`src/mctvd_pkg.sv`:
```
// shared types and constants of the vote detector
package mctvd_pkg;
  localparam logic [1:0] VERDICT_UNKNOWN   = 2'd0;
  localparam logic [1:0] VERDICT_NONE      = 2'd1;
  localparam logic [1:0] VERDICT_POSSIBLE  = 2'd2;
  localparam logic [1:0] VERDICT_CONFIRMED = 2'd3;
  localparam int unsigned REG_CLASS_ENABLED = 0;
  localparam int unsigned REG_NEAR_FRACTION = 1;
  localparam int unsigned REG_WINDOW_MS     = 2;
  localparam int unsigned MIN_HITS          = 3;
endpackage

```
`src/multi_cue_temporal_vote_detector_top.sv`:
```
// Multi-cue temporal vote detector. Hand-box beats (cmd 0) set a near flag when the hand
// centre lies within near_fraction/256 * face_width of the mouth; a frame beat (cmd 1)
// forms the cue, pushes it with its timestamp into a history ring kept in one synchronous
// memory, prunes entries older than window_ms from the oldest end and votes a verdict.
// Distances are squared and compared in half pixels on one shared multiplier, one product
// a cycle. A hand beat keeps in_stall high after it is taken through the two squares, the
// threshold and the compare. A frame beat keeps it high through those, the push and, per
// pruned entry and for the first one kept, a registered memory read of the oldest
// timestamp and its check; its verdict enters the output register at the end of the last
// of them. A frame that is unavailable or whose class is disabled gets an unknown verdict
// after the compare. There is no clearing pass after reset. The result sits in an output
// register of its own, so hand beats go on while a verdict waits; a frame whose verdict is
// ready waits in its last state, input stalled, until the previous verdict is taken.
module multi_cue_temporal_vote_detector_top
  import mctvd_pkg::*;
#(
  parameter int HISTORY_DEPTH = 64,
  parameter int COORD_BITS    = 12
) (
  input  logic                  clk,
  input  logic                  rst,
  input  logic                  psel,
  input  logic                  penable,
  input  logic                  pwrite,
  input  logic [3:0]            paddr,
  input  logic [31:0]           pwdata,
  output logic [31:0]           prdata,
  output logic                  pready,
  input  logic                  in_valid,
  output logic                  in_stall,
  input  logic                  cmd,
  input  logic [COORD_BITS-1:0] box_x,
  input  logic [COORD_BITS-1:0] box_y,
  input  logic [COORD_BITS-1:0] box_w,
  input  logic [COORD_BITS-1:0] box_h,
  input  logic [COORD_BITS-1:0] mouth_x,
  input  logic [COORD_BITS-1:0] mouth_y,
  input  logic [COORD_BITS-1:0] face_width,
  input  logic                  obj_available,
  input  logic                  obj_present,
  input  logic [7:0]            obj_confidence,
  input  logic [31:0]           time_ms,
  output logic                  out_valid,
  input  logic                  out_stall,
  output logic                  valid_result,
  output logic [1:0]            verdict,
  output logic [7:0]            verdict_confidence,
  output logic [11:0]           out_x,
  output logic [11:0]           out_y,
  output logic [11:0]           out_w,
  output logic [11:0]           out_h
);
  localparam int AW = $clog2(HISTORY_DEPTH);
  localparam int CW = $clog2(HISTORY_DEPTH + 1);
  localparam int DW = COORD_BITS + 2;          // magnitude of a half-pixel delta
  localparam int TW = COORD_BITS + 13;         // 2*nf*fw
  localparam int SW = 2 * TW;                  // squares
  localparam int MW = (DW > TW) ? DW : TW;     // multiplier operand

  typedef enum logic [3:0] {
    S_IDLE, S_SQX, S_SQY, S_THR, S_CMP, S_PUSH, S_PRD, S_PCHK, S_VOTE
  } state_t;

  state_t state;

  // configuration
  logic        class_enabled;
  logic [11:0] near_fraction;
  logic [15:0] window_ms;
  logic        cfg_wr;
  assign pready = 1'b1;
  assign cfg_wr = psel && penable && pwrite;

  always_ff @(posedge clk) begin
    if (rst) begin
      class_enabled <= 1'b1;
      near_fraction <= 12'd128;
      window_ms     <= 16'd1500;
    end else if (cfg_wr) begin
      case (paddr[3:2])
        2'(REG_CLASS_ENABLED): class_enabled <= pwdata[0];
        2'(REG_NEAR_FRACTION): near_fraction <= pwdata[11:0];
        2'(REG_WINDOW_MS):     window_ms     <= pwdata[15:0];
        default: ;
      endcase
    end
  end

  always_comb begin
    case (paddr[3:2])
      2'(REG_CLASS_ENABLED): prdata = {31'd0, class_enabled};
      2'(REG_NEAR_FRACTION): prdata = {20'd0, near_fraction};
      2'(REG_WINDOW_MS):     prdata = {16'd0, window_ms};
      default:               prdata = 32'd0;
    endcase
  end

  // history memory: timestamp and cue bit per entry
  logic [32:0] hist_mem [HISTORY_DEPTH];
  logic        mem_we;
  logic [AW-1:0] mem_waddr, mem_raddr;
  logic [32:0] mem_wdata, mem_rdata;
  always_ff @(posedge clk) begin
    if (mem_we) hist_mem[mem_waddr] <= mem_wdata;
    mem_rdata <= hist_mem[mem_raddr];
  end

  // captured beat
  logic                  c_cmd, c_avail, c_present;
  logic [COORD_BITS-1:0] c_x, c_y, c_w, c_h, c_fw;
  logic [7:0]            c_conf;
  logic [31:0]           c_time;
  logic [DW-1:0]         adx, ady;

  // ring control
  logic [AW-1:0] oldest_index;
  logic [CW-1:0] entry_count;
  logic [CW-1:0] hit_total;
  logic          hand_near_flag;
  logic          cue;

  // shared multiplier
  logic [MW-1:0] mul_a;
  logic [SW-1:0] mul_p, sum_sq;
  logic [TW-1:0] thr;
  always_comb begin
    case (state)
      S_SQX:   mul_a = MW'(adx);
      S_SQY:   mul_a = MW'(ady);
      default: mul_a = MW'(thr);
    endcase
  end

  // half-pixel deltas of the box centre from the mouth
  logic signed [DW:0] dx_s, dy_s;
  assign dx_s = $signed({2'b00, box_x, 1'b0}) + $signed((DW+1)'(box_w))
              - $signed({2'b00, mouth_x, 1'b0});
  assign dy_s = $signed({2'b00, box_y, 1'b0}) + $signed((DW+1)'(box_h))
              - $signed({2'b00, mouth_y, 1'b0});

  logic          is_near;
  logic [CW:0]   slot_sum;
  logic [AW-1:0] push_slot;
  logic [AW-1:0] oldest_inc;
  logic [31:0]   age;
  logic          ring_full;
  logic [CW:0]   hit2;
  logic          out_free;
  logic          res_load;
  assign is_near    = ({sum_sq[SW-17:0], 16'd0} < mul_p);
  assign ring_full  = (entry_count == CW'(HISTORY_DEPTH));
  // ring indexes wrap at the depth, which need not be a power of two
  assign slot_sum   = (CW+1)'(oldest_index) + (CW+1)'(entry_count);
  assign push_slot  = (slot_sum >= (CW+1)'(HISTORY_DEPTH)) ?
                      AW'(slot_sum - (CW+1)'(HISTORY_DEPTH)) : AW'(slot_sum);
  assign oldest_inc = (oldest_index == AW'(HISTORY_DEPTH - 1)) ? '0 : oldest_index + 1'b1;
  assign age        = c_time - mem_rdata[31:0];
  assign hit2       = {hit_total, 1'b0};

  // output register can take a new verdict when empty or being drained
  assign out_free = !out_valid || !out_stall;
  assign res_load = out_free && ((state == S_VOTE) ||
                    (state == S_CMP && c_cmd && (!class_enabled || !c_avail)));

  assign in_stall = (state != S_IDLE);

  always_comb begin
    mem_we    = (state == S_PUSH);
    mem_waddr = ring_full ? oldest_index : push_slot;
    mem_wdata = {cue, c_time};
    mem_raddr = oldest_index;
  end

  always_ff @(posedge clk) begin
    if (rst) begin
      state          <= S_IDLE;
      oldest_index   <= '0;
      entry_count    <= '0;
      hit_total      <= '0;
      hand_near_flag <= 1'b0;
      out_valid      <= 1'b0;
    end else begin
      case (state)
        S_IDLE: begin
          if (in_valid) begin
            c_cmd <= cmd; c_avail <= obj_available; c_present <= obj_present;
            c_x <= box_x; c_y <= box_y; c_w <= box_w; c_h <= box_h;
            c_fw <= face_width; c_conf <= obj_confidence; c_time <= time_ms;
            adx <= DW'(dx_s[DW] ? -dx_s : dx_s);
            ady <= DW'(dy_s[DW] ? -dy_s : dy_s);
            thr <= TW'({near_fraction, 1'b0}) * TW'(face_width);
            state <= S_SQX;
          end
        end
        S_SQX: begin
          mul_p <= SW'(mul_a) * SW'(mul_a);
          state <= S_SQY;
        end
        S_SQY: begin
          sum_sq <= mul_p;
          mul_p  <= SW'(mul_a) * SW'(mul_a);
          state  <= S_THR;
        end
        S_THR: begin
          sum_sq <= sum_sq + mul_p;
          mul_p  <= SW'(mul_a) * SW'(mul_a);
          state  <= S_CMP;
        end
        S_CMP: begin
          if (!c_cmd) begin
            if (is_near) hand_near_flag <= 1'b1;
            state <= S_IDLE;
          end else begin
            hand_near_flag <= 1'b0;
            if (!class_enabled || !c_avail) begin
              // unknown verdict, held here until the output register is free
              if (out_free) begin
                valid_result <= 1'b0; verdict <= VERDICT_UNKNOWN;
                verdict_confidence <= 8'd0;
                out_x <= '0; out_y <= '0; out_w <= '0; out_h <= '0;
                state <= S_IDLE;
              end
            end else begin
              cue <= c_present && (c_fw >= COORD_BITS'(2)) && hand_near_flag && is_near;
              state <= S_PUSH;
            end
          end
        end
        S_PUSH: begin
          // a full ring overwrites its oldest entry
          if (ring_full) begin
            hit_total    <= hit_total - CW'(mem_rdata[32]) + CW'(cue);
            oldest_index <= oldest_inc;
          end else begin
            hit_total   <= hit_total + CW'(cue);
            entry_count <= entry_count + 1'b1;
          end
          state <= S_PRD;
        end
        S_PRD: state <= S_PCHK;   // memory read of the oldest entry
        S_PCHK: begin
          if (age > 32'(window_ms)) begin
            hit_total    <= hit_total - CW'(mem_rdata[32]);
            oldest_index <= oldest_inc;
            entry_count  <= entry_count - 1'b1;
            state        <= S_PRD;
          end else begin
            state <= S_VOTE;
          end
        end
        S_VOTE: begin
          if (out_free) begin
            valid_result <= 1'b1;
            if (hit_total >= CW'(MIN_HITS) && hit2 >= (CW+1)'(entry_count)) begin
              verdict <= VERDICT_CONFIRMED; verdict_confidence <= c_conf;
            end else if (cue) begin
              verdict <= VERDICT_POSSIBLE; verdict_confidence <= {1'b0, c_conf[7:1]};
            end else begin
              verdict <= VERDICT_NONE; verdict_confidence <= 8'd0;
            end
            out_x <= 12'(c_x); out_y <= 12'(c_y); out_w <= 12'(c_w); out_h <= 12'(c_h);
            state <= S_IDLE;
          end
        end
        default: state <= S_IDLE;
      endcase
      if (res_load) out_valid <= 1'b1;
      else if (!out_stall) out_valid <= 1'b0;
    end
  end
endmodule

```
`config.mk`:
```
export PLATFORM = sky130hd
export DESIGN_NAME = multi_cue_temporal_vote_detector_top
export DESIGN_NICKNAME = d
export VERILOG_FILES = /design/src/mctvd_pkg.sv /design/src/multi_cue_temporal_vote_detector_top.sv
export SDC_FILE = /design/constraint.sdc
export NUM_CORES = 2
export LEC_CHECK = 0
export ABC_AREA = 1
export BUFFER_PORTS_ARGS = -buffer_cell sky130_fd_sc_hd__buf_2
export CAP_MARGIN = 20
export CORE_ASPECT_RATIO = 1.25
export CORE_MARGIN = 4
export CORE_UTILIZATION = 60
export CTS_CLUSTER_DIAMETER = 200
export DETAILED_ROUTE_END_ITERATION = 12
export PLACE_DENSITY_LB_ADDON = 0.05
export SYNTH_ARGS = -nofsm -noshare
export SYNTH_HDL_FRONTEND = slang
export SYNTH_SLANG_ARGS = --single-unit
export TNS_END_PERCENT = 20
```
`constraint.sdc`:
```
create_clock -name clk -period 9.7 [get_ports clk]
set_input_delay 0.485 -clock clk [delete_from_list [all_inputs] [get_ports clk]]
set_output_delay 0.485 -clock clk [all_outputs]
set_load 0.005 [all_outputs]
```
## Yosys cells after proc, flatten, opt, wreduce, memory -nomap -nowiden

Memories as Yosys holds them, arrays and structs flattened. A register that Yosys moved wholly into a read port is not among the register bits.
Cells that the tools add are included.

- Multipliers: 2
- Reduce and logical (&&, ||, !) cells: 36
- Bitwise logic cells: 2
- Order comparisons: 6
- Multiplexer cells: 59
- Add/subtract/negate cells: 16
- Eq/ne operators: 21

Operators with widths:

| cell | number |
|---|---|
| one-hot mux 50 bit (2 select lines) | 1 |
| one-hot mux 12 bit (2 select lines) | 4 |
| two-way mux 12 bit | 7 |
| adder 50 bit | 1 |
| < comparator 50 bit | 1 |
| multiplier 25 x 25 -> 50 bit | 1 |
| one-hot mux 25 bit (2 select lines) | 1 |
| one-hot mux 16 bit (3 select lines) | 1 |
| two-way mux 8 bit | 5 |
| one-hot mux 4 bit (9 select lines) | 1 |
| two-way mux 7 bit | 5 |
| > comparator 32 x 16 -> 1 bit | 1 |
| subtractor 32 bit | 1 |
| two-way mux 6 bit | 5 |
| subtractor 14 x 13 -> 15 bit | 2 |
| adder 13 x 12 -> 14 bit | 2 |
| two-way mux 14 bit | 2 |
| negator 14 bit | 2 |
| one-hot mux 7 bit (2 select lines) | 2 |
| multiplier 12 x 12 -> 24 bit | 1 |
| two-way mux 4 bit | 5 |
| equality test 4 x 3 -> 1 bit, second input constant | 4 |
| one-hot mux 8 bit (2 select lines) | 1 |
| adder 7 x 1 -> 7 bit | 2 |
| other kinds (37) | 84 |

- Bits of input ports: 170
- Register bits after elaboration: 370
- Logic and storage cells: 175
- Memories kept: 1
- Output and inout bits: 94
- RAM bits: 2112

Memories:

| memory | words | width | read ports | clocked after Yosys merged registers in | write ports | RTL line | RTL |
|---|---|---|---|---|---|---|---|
| hist_mem | 64 | 33 | 1 | 1 | 1 | multi_cue_temporal_vote_detector_top.sv:99 | `logic [32:0] hist_mem [HISTORY_DEPTH];` |

## Logic depth before layout (Yosys ltp)

- Word-level depth: 6
- Mapped depth: 40
- Mapped depth without buffers: 38

## Worst setup path after synthesis

OpenSTA, ideal clock, no wires.

- Path type: input to register
- Start: in rst
- End: reg adx[10] (enable)
- Path slack: 1.697 ns
- Data required time: 9.034 ns
- Path buffers: 2
- Cell stages on the path: 5
- Data arrival time: 7.337 ns
- Library setup time: 0.666 ns
- Cell sequence: clkbuf_1 > inv_1 > buf_2 > nand2_1 > nor2_1

- Word-level cells in the longest chain between the ends: 2

RTL lines:

| what | RTL line | RTL |
|---|---|---|
| start, declared | multi_cue_temporal_vote_detector_top.sv:21 | `input logic rst,` |
| NOT 1 bit (no source line) | -- |  |
| AND reduction 3 bit (no source line) | -- |  |
| end signal, assigned | multi_cue_temporal_vote_detector_top.sv:189 | `adx <= DW'(dx_s[DW] ? -dx_s : dx_s);` |
| end, declared | multi_cue_temporal_vote_detector_top.sv:113 | `logic [DW-1:0] adx, ady;` |

No other way between the ends.
A chain may end at the register's enable or synchronous reset.

## Worst setup path in the final report

- Start: reg state[3]
- End: reg mul_p[44], data pin

- Word-level cells in the longest chain between the ends: 3
- Elaborated cells between the ends (all ways): 4
- Those cells by class: mul: 1; eq/ne: 2; mux: 1

RTL lines:

| what | RTL line | RTL |
|---|---|---|
| start, declared | multi_cue_temporal_vote_detector_top.sv:64 | `state_t state;` |
| start signal, assigned | multi_cue_temporal_vote_detector_top.sv:176 | `state <= S_IDLE;` |
| start signal, assigned | multi_cue_temporal_vote_detector_top.sv:192 | `state <= S_SQX;` |
| start signal, assigned | multi_cue_temporal_vote_detector_top.sv:197 | `state <= S_SQY;` |
| equality test 4 x 2 -> 1 bit / equality test 4 x 1 -> 1 bit (equally long branches) | multi_cue_temporal_vote_detector_top.sv:127, multi_cue_temporal_vote_detector_top.sv:183 |  |
| one-hot mux 25 bit (2 select lines) * | multi_cue_temporal_vote_detector_top.sv:127 | `case (state)` |
| multiplier 25 x 25 -> 50 bit * | multi_cue_temporal_vote_detector_top.sv:196, multi_cue_temporal_vote_detector_top.sv:201, multi_cue_temporal_vote_detector_top.sv:206 |  |
| end signal, assigned | multi_cue_temporal_vote_detector_top.sv:196 | `mul_p <= SW'(mul_a) * SW'(mul_a);` |
| end signal, assigned | multi_cue_temporal_vote_detector_top.sv:201 | `mul_p <= SW'(mul_a) * SW'(mul_a);` |
| end signal, assigned | multi_cue_temporal_vote_detector_top.sv:206 | `mul_p <= SW'(mul_a) * SW'(mul_a);` |
| end, declared | multi_cue_temporal_vote_detector_top.sv:124 | `logic [SW-1:0] mul_p, sum_sq;` |

Every way passes the cells marked *; elsewhere a longest branch is shown, timed or not.

==> results.sh <==
export IMPL_crit_slowest_cell="fa_1"
export IMPL_top_usage_layer="met2"
export IMPL_drive_gt1_share_pct=8.54
export IMPL_synth_xor_area_share_pct=1.17
export IMPL_crit_fanout=17
export IMPL_portBuffers=228
export IMPL_final_common_cell="edfxtp_1"
export IMPL_ant_nets=0
export IMPL_postCtsResizedCells=0
export IMPL_grt_met1_usage_pct=42.6
export IMPL_synth_area_leaders="edfxtp_1, fa_1, o21ai_0"
export IMPL_ios=264
export IMPL_synthMuxAreaShare_pct=0
export IMPL_htree_num_levels=4
export IMPL_yosys_area_top_type="edfxtp_1"
export IMPL_final_cell_mix="edfxtp_1, nor2_1, inv_1"
export IMPL_cp_num_buf_inv=7
export IMPL_slew_headroom_pct=23.7
export IMPL_end_kind="flip-flop"
export IMPL_hold_class="in2reg"
export IMPL_utilization_pct=67.2
export IMPL_overflow=0
export IMPL_drc=0
export IMPL_vias_per_cell=6.10
export IMPL_die_area_um2=218000
export IMPL_synth_adder_area_share_pct=13.5
export IMPL_cts_made_buffers=231
export IMPL_worstSetupPathType="reg2reg"
export IMPL_final_area_um2=140000
export IMPL_grt_pass1_vias=88400
export IMPL_insertion_delay_ns=0.92
export IMPL_antenna_found_initial=12
export IMPL_crit_arrival_ns=9.64
export IMPL_clk_pin_slew_ns=0.06
export IMPL_routed_via_count=88000
export IMPL_drv_cap=0
export IMPL_hold_viol=0
export IMPL_cpPeakStageDelay_ns=0.64
export IMPL_ys_ff_latch=2495
export IMPL_synth_top_cell_area_share_pct=57.3
export IMPL_clock_skew_ns=0.0690
export IMPL_grt_use_total_pct=34.7
export IMPL_wl_um=379000
export IMPL_synth_top_family_by_area="adder cells"
export IMPL_syn_cell_area_um2=126000
export IMPL_seq_area_frac_synth_pct=58.7
export IMPL_period_needed_ns=9.03
export IMPL_synthArstFlopShare_pct=0
export IMPL_cpMostUsedCell="fa_1"
export IMPL_met2_usage_pct=59.2
export IMPL_cts_tree="built"
export IMPL_dpl_hpwl_um=242000
export IMPL_worstPathRequired_ns=10.31
export IMPL_ys_flop_type="edfxtp_1"
export IMPL_rsz0062_at_grt="no"
export IMPL_layout_nets=12600
export IMPL_status="complete, no violations"
export IMPL_syn_avg_cell_area_um2=11.3
export IMPL_grt_max_degree=218
export IMPL_dr_pass1_iters=6
export IMPL_drt_initial_drc_count=9798
export IMPL_finalCritPeriodShare_pct=93.1
export IMPL_grt_util_met3_pct=4.98
export IMPL_clock_path_buffers=3
export IMPL_chipHeight_um=521
export IMPL_core_area_um2=208000
export IMPL_place_gp_congestion=1.01
export IMPL_yosysWarnings=0
export IMPL_grt_pass1_wl_um=558000
export IMPL_synth_edff_count=2407
export IMPL_initial_core_util_pct=60.5
export IMPL_setup_tns_ns=0
export IMPL_synth_compound_area_share_pct=10.6
export IMPL_slew_viol_final=0
export IMPL_cts_sinks=2495
export IMPL_ys_types=60
export IMPL_setup_viol=0
export IMPL_hold_slack_ns=0.120
export IMPL_rows=187
export IMPL_avgRoutedWirePerCell_um=26.3
export IMPL_start_kind="flip-flop"
export IMPL_postSynthCellCount=11100
export IMPL_fmax_mhz=111
export IMPL_crit_family="adder cells"
export IMPL_synth_simple_area_share_pct=10.1
export IMPL_placed_area_um2=131000
export IMPL_cts_root_buffer="clkbuf_16"
export IMPL_area_growth_pct=11.1
export IMPL_die_w_um=418
export IMPL_tightest_slew_ns=1.14
layout make-up:
class                           count  area, µm²
Fill cell                       15300      68300
Antenna cell                        2       5.00
Sequential cell                  2495      74100
Clock inverter                    136       1440
Timing Repair Buffer              603       4360
Multi-Input combinational cell   6708      45300
Clock buffer                      294       6150
Tap cell                         2740       3430
Inverter                         1440       5430
synth_stat cells (3+ instances only):
| master | instances |
|---|---|
| edfxtp_1 | 2407 |
| nor2_1 | 1617 |
| inv_1 | 1396 |
| o21ai_0 | 1225 |
| nand2_1 | 1123 |
| fa_1 | 595 |
| clkbuf_1 | 423 |
| ha_1 | 405 |
| o22ai_1 | 328 |
| a21oi_1 | 298 |
| nand3_1 | 257 |
| o221ai_1 | 208 |
| xor2_1 | 117 |
| dfxtp_1 | 88 |
| o211ai_1 | 76 |
| a31oi_1 | 70 |
| nand4_1 | 60 |
| buf_2 | 58 |
| xnor2_1 | 52 |
| nor3_1 | 44 |
| inv_2 | 35 |
| buf_1 | 30 |
| buf_4 | 17 |
| a221o_1 | 16 |
| nand2_2 | 16 |
| nor2_2 | 16 |
| a32o_1 | 13 |
| nor4_1 | 13 |
| o21bai_1 | 13 |
| or2_2 | 13 |
| o21a_1 | 12 |
| o21ai_1 | 11 |
| clkinv_1 | 9 |
| a21boi_0 | 8 |
| a21o_1 | 7 |
| o31ai_1 | 6 |
| and2_1 | 5 |
| nand3_2 | 5 |
| a221oi_1 | 4 |
| a211oi_1 | 3 |
| a311oi_1 | 3 |
| nand3b_1 | 3 |
| nor2_4 | 3 |
| nor3_2 | 3 |
cell families after synthesis:
logic type	Yosys count
flops	2495
xor+xnor	169
other cells	2
buf+inv	1969
fa+ha+maj	1000
compound gates	2314
simple gates	3186
worst min-delay path, stage by stage:
cell and delay (ns):
buf_2 0.19, nand2_1 0.10, inv_1 0.04
stage by stage:
stage	instances	setup slack, ns
after global routing	14400	0.242
final	14400	0.671
after CTS	14400	0.788
after floorplan	11200	1.70
after detailed placement	13900	0.786
after global placement	13900	0.875
routing by layer:
metal	vias to the layer above	wire length, µm
met5	-	72
met4	10	25600
met3	1008	30400
met2	4308	189000
met1	43600	134000
li1	39100	-
path summary, 6_finish.rpt:
check	start	end	slack (ns)	cells after the start
worst max-delay path	state[3]$_SDFFE_PP0P_	mul_p[44]$_DFFE_PP_	0.67	31
worst min-delay path	face_width[0]	thr[1]$_DFFE_PP_	0.12	3
worst max register to register	state[3]$_SDFFE_PP0P_	mul_p[44]$_DFFE_PP_	0.67	31
worst min register to register	window_ms[9]$_SDFFE_PP0P_	window_ms[9]$_SDFFE_PP0P_	0.49	2
state kept, by name, indices dropped and copies added, names as in the netlist, 13 cells and up:
signal and cells:
hist_mem 2112, mul_p 49, sum_sq 34, mem_rdata 33
c_time 32, thr 24, window_ms 16, adx 13
ady 13
timing repair:
action,CTS,global route
setup endpoints to repair,0,0
hold buffers,125,0
endpoints found under the hold margin,133,0
setup buffers,0,0
Power is left out: the tool's default activity adds up to more than one toggle a clock period on the data nets, which glitch-free logic cannot reach.
